<file path="src/design/pie_pkg.sv">
// Shared types, character codes and error codes for the postfix integer evaluator.
package pie_pkg;

  localparam int DATA_W      = 32;
  localparam int STACK_DEPTH = 16;

  localparam logic [7:0] CH_ZERO  = 8'd48;
  localparam logic [7:0] CH_NINE  = 8'd57;
  localparam logic [7:0] CH_PLUS  = 8'h2B;
  localparam logic [7:0] CH_MINUS = 8'h2D;
  localparam logic [7:0] CH_STAR  = 8'h2A;
  localparam logic [7:0] CH_SLASH = 8'h2F;

  typedef enum logic [1:0] {
    ERR_NONE  = 2'd0,
    ERR_UNDER = 2'd1,
    ERR_OVER  = 2'd2,
    ERR_DIVZ  = 2'd3
  } err_t;

  typedef struct packed {
    logic [7:0] char_code;
    logic       last_char;
  } in_item_t;

  typedef struct packed {
    logic signed [DATA_W-1:0] value;
    logic        [1:0]        error_code;
  } out_item_t;

endpackage

</file>
<file path="src/design/postfix_integer_evaluator.sv">
// Postfix evaluator: a character is registered in S_IDLE and executed in S_EXEC.
// A new character is taken only back in S_IDLE; a divide holds the input for the
// bit-serial divider in S_DIV. The stack lives in a RAM with one read port,
// the top entry in a register. A final result waits in the output register.
// Synchronous reset empties the stack and clears the error; RAM is not cleared.
module postfix_integer_evaluator #(
  parameter int STACK_DEPTH = pie_pkg::STACK_DEPTH
) (
  input  logic               clk,
  input  logic               rst,
  input  logic               in_valid,
  output logic               in_ready,
  input  pie_pkg::in_item_t  in_data,
  output logic               out_valid,
  input  logic               out_ready,
  output pie_pkg::out_item_t out_data
);

  localparam int W  = pie_pkg::DATA_W;
  localparam int AW = $clog2(STACK_DEPTH);
  localparam int CW = $clog2(STACK_DEPTH + 1);

  typedef enum logic [2:0] {
    S_IDLE = 3'b001,
    S_EXEC = 3'b010,
    S_DIV  = 3'b100
  } state_t;

  state_t        state, state_next;
  logic [CW-1:0] count, count_next;
  logic [W-1:0]  tos, tos_next;
  pie_pkg::err_t err, err_next;
  logic [7:0]    char_q;
  logic          last_q;

  logic          in_xfer;
  logic          is_digit, is_op, op_div;
  logic          have_two, need_div, finish, commit;
  logic [W-1:0]  b_val, res;
  logic          div_busy;
  logic signed [W-1:0] div_q;
  logic          ram_we;
  logic [AW-1:0] ram_waddr, ram_raddr;

  assign in_ready = (state == S_IDLE);
  assign in_xfer  = in_valid && in_ready;

  // second entry sits in RAM just below the cached top
  assign ram_raddr = AW'(count - CW'(2));

  pie_ram #(.WIDTH(W), .DEPTH(STACK_DEPTH)) u_stack (
    .clk   (clk),
    .we    (ram_we),
    .waddr (ram_waddr),
    .wdata (tos),
    .re    (in_xfer),
    .raddr (ram_raddr),
    .rdata (b_val)
  );

  assign is_digit = (char_q >= pie_pkg::CH_ZERO) && (char_q <= pie_pkg::CH_NINE);
  assign op_div   = (char_q == pie_pkg::CH_SLASH);
  assign is_op    = (char_q == pie_pkg::CH_PLUS) || (char_q == pie_pkg::CH_MINUS) ||
                    (char_q == pie_pkg::CH_STAR) || op_div;
  assign have_two = (count >= CW'(2));
  assign need_div = op_div && have_two && (tos != '0);

  pie_div u_div (
    .clk   (clk),
    .rst   (rst),
    .start (state == S_EXEC && need_div),
    .num   ($signed(b_val)),
    .den   ($signed(tos)),
    .busy  (div_busy),
    .quo   (div_q)
  );

  assign finish = (state == S_EXEC && !need_div) || (state == S_DIV && !div_busy);
  // hold a final character until the output register is free
  assign commit = finish && (!last_q || !out_valid || out_ready);

  always_comb begin
    unique case (char_q)
      pie_pkg::CH_PLUS:  res = b_val + tos;
      pie_pkg::CH_MINUS: res = b_val - tos;
      pie_pkg::CH_STAR:  res = b_val * tos;
      default:           res = (tos == '0) ? '0 : W'(div_q);
    endcase
  end

  always_comb begin
    count_next = count;
    tos_next   = tos;
    err_next   = err;
    ram_we     = 1'b0;
    ram_waddr  = AW'(count - CW'(1));
    if (is_digit) begin
      if (count >= CW'(STACK_DEPTH)) begin
        if (err == pie_pkg::ERR_NONE) err_next = pie_pkg::ERR_OVER;
      end else begin
        ram_we     = commit && (count != '0);
        tos_next   = W'(char_q - pie_pkg::CH_ZERO);
        count_next = count + CW'(1);
      end
    end else if (is_op) begin
      if (!have_two) begin
        if (err == pie_pkg::ERR_NONE) err_next = pie_pkg::ERR_UNDER;
      end else begin
        if (op_div && tos == '0 && err == pie_pkg::ERR_NONE) err_next = pie_pkg::ERR_DIVZ;
        tos_next   = res;
        count_next = count - CW'(1);
      end
    end
  end

  always_comb begin
    state_next = state;
    unique case (state)
      S_IDLE: if (in_valid) state_next = S_EXEC;
      S_EXEC: begin
        if (need_div) state_next = S_DIV;
        else if (commit) state_next = S_IDLE;
      end
      S_DIV:   if (commit) state_next = S_IDLE;
      default: state_next = S_IDLE;
    endcase
  end

  always_ff @(posedge clk) begin
    if (rst) begin
      state <= S_IDLE;
      count <= '0;
      err   <= pie_pkg::ERR_NONE;
    end else begin
      state <= state_next;
      if (commit) begin
        count <= last_q ? '0 : count_next;
        err   <= last_q ? pie_pkg::ERR_NONE : err_next;
      end
    end
  end

  always_ff @(posedge clk) begin
    if (in_xfer) begin
      char_q <= in_data.char_code;
      last_q <= in_data.last_char;
    end
    if (commit) begin
      tos <= tos_next;
    end
  end

  always_ff @(posedge clk) begin
    if (rst) begin
      out_valid <= 1'b0;
    end else if (commit && last_q) begin
      out_valid <= 1'b1;
    end else if (out_ready) begin
      out_valid <= 1'b0;
    end
  end

  always_ff @(posedge clk) begin
    if (commit && last_q) begin
      out_data.value      <= (count_next == '0) ? '0 : $signed(tos_next);
      out_data.error_code <= (count_next == '0 && err_next == pie_pkg::ERR_NONE) ?
                             pie_pkg::ERR_UNDER : err_next;
    end
  end

endmodule

</file>
<file path="src/design/pie_ram.sv">
// Generic single-write, single-read RAM with registered read data.
module pie_ram #(
  parameter int WIDTH = 32,
  parameter int DEPTH = 16
) (
  input  logic                     clk,
  input  logic                     we,
  input  logic [$clog2(DEPTH)-1:0] waddr,
  input  logic [WIDTH-1:0]         wdata,
  input  logic                     re,
  input  logic [$clog2(DEPTH)-1:0] raddr,
  output logic [WIDTH-1:0]         rdata
);

  logic [WIDTH-1:0] mem [DEPTH];

  always_ff @(posedge clk) begin
    if (we) begin
      mem[waddr] <= wdata;
    end
    if (re) begin
      rdata <= mem[raddr];
    end
  end

endmodule

</file>
<file path="src/design/pie_div.sv">
// Iterative signed divider, one quotient bit per cycle, truncating toward zero.
module pie_div (
  input  logic                             clk,
  input  logic                             rst,
  input  logic                             start,
  input  logic signed [pie_pkg::DATA_W-1:0] num,
  input  logic signed [pie_pkg::DATA_W-1:0] den,
  output logic                             busy,
  output logic signed [pie_pkg::DATA_W-1:0] quo
);

  localparam int W  = pie_pkg::DATA_W;
  localparam int CW = $clog2(W);

  logic [W-1:0]  rem;
  logic [W-1:0]  q_mag;
  logic [W-1:0]  d_mag;
  logic          neg;
  logic [CW-1:0] cnt;
  logic [W:0]    shifted;
  logic [W:0]    diff;

  assign shifted = {rem, q_mag[W-1]};
  assign diff    = shifted - {1'b0, d_mag};
  assign quo     = neg ? -$signed(q_mag) : $signed(q_mag);

  always_ff @(posedge clk) begin
    if (rst) begin
      busy <= 1'b0;
    end else if (start) begin
      busy <= 1'b1;
    end else if (busy && cnt == '0) begin
      busy <= 1'b0;
    end
  end

  always_ff @(posedge clk) begin
    if (start) begin
      rem   <= '0;
      q_mag <= num[W-1] ? -num : num;
      d_mag <= den[W-1] ? -den : den;
      neg   <= num[W-1] ^ den[W-1];
      cnt   <= CW'(W - 1);
    end else if (busy) begin
      // keep the trial subtraction only when it does not go negative
      rem   <= diff[W] ? shifted[W-1:0] : diff[W-1:0];
      q_mag <= {q_mag[W-2:0], ~diff[W]};
      cnt   <= cnt - 1'b1;
    end
  end

endmodule

</file>
<file path="config.mk">
export PLATFORM = sky130hd
export DESIGN_NAME = postfix_integer_evaluator
export DESIGN_NICKNAME = d
export VERILOG_FILES = /design/src/design/pie_pkg.sv /design/src/design/postfix_integer_evaluator.sv /design/src/design/pie_ram.sv /design/src/design/pie_div.sv
export SDC_FILE = /design/constraint.sdc
export NUM_CORES = 2
export LEC_CHECK = 0
export BUFFER_PORTS_ARGS = -buffer_cell sky130_fd_sc_hd__buf_2
export CAP_MARGIN = 25
export CORE_ASPECT_RATIO = 1.2
export CORE_MARGIN = 2
export CORE_UTILIZATION = 42
export DETAILED_ROUTE_END_ITERATION = 6
export PLACE_DENSITY_LB_ADDON = 0.05
export SLEW_MARGIN = 15
export SYNTH_ARGS = -nofsm -noshare
export SYNTH_HDL_FRONTEND = slang
export SYNTH_SLANG_ARGS = --single-unit
</file>
<file path="constraint.sdc">
create_clock -name clk -period 13.3 [get_ports clk]
set_clock_uncertainty 0.1 [all_clocks]
set_input_delay 0 -clock clk [delete_from_list [all_inputs] [get_ports clk]]
set_output_delay 0 -clock clk [all_outputs]
set_load 0.02 [all_outputs]
</file>
==> impl_metrics.csv <==
group,metric,value,unit
run_status,run_status,"complete, no violations",
yosys,synthesis.nets,4765,
floorplanning,row_count,138,
power,comb_power_share,55.3,%
yosys,post-synth-top-count-cell,"edfxtp_1",
worst_hold_path,hold_class,"in2reg",
yosys,synth_top_area_share,40.9,%
timing,fin_tns_setup,0,ps
timing,rsz0062_at_grt,"false",
drt,drcViolationCount,0,
floorplanning,chipHeight,383,um
critical_path,critPathArrivalTime,9020,ps
clocking,cts_root_buffer,"clkbuf_16",
critical_path,cp_num_buf_inv,4,
floorplanning,floorplan.die.width,320,um
yosys,synth.area.top_cells,"edfxtp_1, fa_1, mux4_2, ha_1, and2_1",
power,power.static_leakage,21.4,nW
critical_path,path_common_cell,"fa_1",
yosys,synth-seq-area-share,42.9,%
yosys,yosysWarnings,0,
final_layout,drive_above_1_share,11.8,%
clocking,cts-htree-levels,3,
worst_hold_path,worstHoldPathCells,3,
power,switchingPower,4.58,mW
drt,wl_per_cell,26.4,um
final_layout,area_delta_synth_final,10.4,%
place,pre_cts_ws,4660,ps
critical_path,cp_slowest_cell,"edfxtp_1",
clocking,clk_path_buf_depth,3,
global_routing,grtUsageTotal,25.5,%
critical_path,path_class,"reg2reg",
final_layout,combined_area_of_the_multi_input_logic_cells,26200,um^2
drt,initial_drt_pass_iterations,5,
power,switching_power_share_of_the_total,42.7,%
timing,min_period_over_period,65.3,%
clocking,clkLatencyLatePin,700,ps
yosys,synthesis.area_per_instance,12.1,um^2
power,power.density,194,nW/um^2
critical_path,path_delay_family,"adder cells",
yosys,syn_inst,4139,
place,finalWeightedCongestion,0.901,
critical_path,cp_num_cells,24,
floorplanning,num_io_pins,49,
global_routing,grt_max_degree,80,
place,post-place-cells,5599,
power,clockPowerShare,21.2,%
critical_path,startpoint_class_of_the_critical_path,"flop",
floorplanning,effective_utilization_at_floorplan,42.4,%
timing,slew_headroom,22.5,%
critical_path,worstRegToRegCells,24,
global_routing,grt.overflow.total,0,
clocking,clkSlewWorstSetupHoldPaths,60,ps
drt,drtIter0Drc,2641,
critical_path,worst-path-max-fanout,22,
critical_path,worstPathRequired,13640,ps
yosys,post_synth_num_cell_types,91,
yosys,synth_ff_type,"edfxtp_1",
yosys,ys_seq_elements,733,
run,drv.max_cap_violation_count,0,
power,cellInternalPower,6.16,mW
drt,postRouteAntennaNets,0,
power,power.share.sequential,23.5,%
final_layout,final_cells,5775,
yosys,async_flop_share,0,%
yosys,synth-edff-count,684,
clocking,tritoncts_clock_tree,"done",
final_layout,layout.nets,4793,
drt,routed-via-count,32300,
critical_path,critical_path.cell_chain,"and2_1 > fa_1 > inv_1 > fa_1 > fa_1 > fa_1 > inv_1 > fa_1 > inv_1 > fa_1 > inv_1 > fa_1 > fa_1 > ha_1 > a21oi_1 > o21bai_1 > a311o_1 > o31a_1 > a31oi_1 > o21ai_0 > xnor2_1 > o221ai_1 > o211a_1 > nor2b_1",
global_routing,grt_pass1_vias,34300,
clocking,numClockSinks,733,
final_layout,filler_cell_count,10700,
yosys,mappedNetlistArea,50200,um^2
floorplanning,floorplan_core_area,118000,um^2
critical_path,worstSetupEndpointType,"flop",
timing,timing.final.crit_period,8690,ps
global_routing,grt_antenna_before_repair,4,
yosys,synth_largest_area_cell,"edfxtp_1",
timing,finalHoldViolCount,0,
floorplanning,die_area,122000,um^2
drt,routed_wirelength,152,mm
critical_path,delay_of_the_slowest_cell_on_the_worst_path,1040,ps
timing,timing.final.max_slew_violations,0,
timing,clock.fmax,115,MHz
timing,final-setup-viol-count,0,
yosys,synthTopCellsByCount,"edfxtp_1, inv_1, nand2_1",
timing,layout_setup_ws,4610,ps
final_layout,register_area,21500,um^2
timing,worst_slew_pin_slew,1150,ps
power,ir_drop,397,uV
place,port_buffers,48,
power,fin_total_pwr,10.7,mW
drt,via_per_inst,5.59,
place,dp.final_hpwl,101,mm
global_routing,first_pass_grt_wire_length,229,mm
clocking,cts.repair.resized,0,
clocking,tritoncts.num_buffers,80,
-- metal layers --
| metal | routed length, um | vias up | track usage [%] |
|---|---|---|---|
| met5 | 15 | - | 0 |
| met4 | 3580 | 2 | 6.47 |
| met3 | 6920 | 188 | 2.49 |
| met2 | 76600 | 814 | 44.4 |
| met1 | 65300 | 16900 | 34.2 |
| li1 | - | 14300 | - |
-- layout make-up --
cell class	count	share of cell area, %
Inverter	452	3.06
Multi-Input combinational cell	2717	47.3
Antenna cell	4	0.0181
Timing Repair Buffer	183	2.40
Clock buffer	97	3.75
Tap cell	1540	3.48
Sequential cell	733	38.9
Clock inverter	49	1.09
-- cell families (layout without fill, tap and decap cells) --
group | after synthesis | in the layout | synth area share (%)
other | 0 | 4 | 0
buffers and inverters | 689 | 781 | 5.20
muxes | 196 | 196 | 7.90
adders and majority gates | 613 | 613 | 21.4
and+or+nand+nor | 1108 | 1108 | 11.1
AOI/OAI and AO/OA | 539 | 539 | 6.92
DFF | 733 | 733 | 42.9
xor gates and xnor gates | 261 | 261 | 4.57
-- registers in the layout, summed over array words and instances, names as in the netlist, 8 cells and up --
name           cells
u_stack.mem      512
out_data          34
tos               32
u_div.d_mag       32
u_div.q_mag       32
u_div.rem         32
u_stack.rdata     32
char_q             8
-- final timing paths --
check	slack [ps]	startpoint	to
hold / removal	70	rst	count[0]
setup / recovery	4610	u_stack.rdata[15]	out_data[31]
hold reg to reg	390	u_div.cnt[4]	u_div.cnt[4]
setup reg to reg	4610	u_stack.rdata[15]	out_data[31]
-- per-stage QoR --
step,instance area [um^2],utilization [%],hold WS (ps)
2_1_floorplan,50200,-,-20.7
3_3_place_gp,52400,44.3,83.1
3_5_place_dp,52400,44.3,83.8
4_1_cts,55300,46.8,33.2
5_1_grt,55400,46.8,88.1
6_report,55400,46.8,67.3
-- power by group through the flow --
stage,clock network (mW),registers [mW],logic [mW]
after CTS,2.34,2.53,5.91
after floorplan,0,2.57,4.09
after global placement,0,2.58,5.91
after global routing,2.42,2.53,6.50
final,2.28,2.53,5.94
after detailed placement,0,2.58,5.86
-- repair_timing --
| action | in CTS | in global routing |
|---|---|---|
| setup buffers | 0 | 0 |
| hold buffers | 24 | 0 |
| hold endpoints to repair | 29 | 0 |
| endpoints found under the setup margin | 0 | 0 |
-- worst register-to-register path: cells and delay by family (launching register included) --
kind                       cells  cell delay, ps
and+or+nand+nor                2             410
buffers and inverters          4             250
adders and majority gates      9            4260
xor gates and xnor gates       1             410
DFF                            1            1040
AOI/OAI and AO/OA              8            2000
-- cell usage in the layout (no fill, tap or decap), types with 14 or more instances in the layout --
cell type and count:
nand2b_1 15, a31oi_1 19, buf_4 109, or3_1 23, a21o_1 32, clkinv_2 14, mux2i_1 35, fa_1 410
nor2_1 131, nand2_1 411, xnor2_1 150, buf_2 48, nor2_4 17, dfxtp_1 46, and3_1 17, mux4_2 160
clkbuf_1 16, and2_1 314, a211oi_1 27, ha_1 202, dlygate4sd3_1 24, a221oi_1 14, o31ai_1 39, nand3_1 29
clkbuf_16 80, xor2_1 109, nor2b_1 28, nor3_1 47, edfxtp_1 684, o21ai_0 151, o21a_1 18, a21oi_1 130
o211ai_1 14, inv_1 451
No activity file was read; power rests on OpenSTA's default activity.
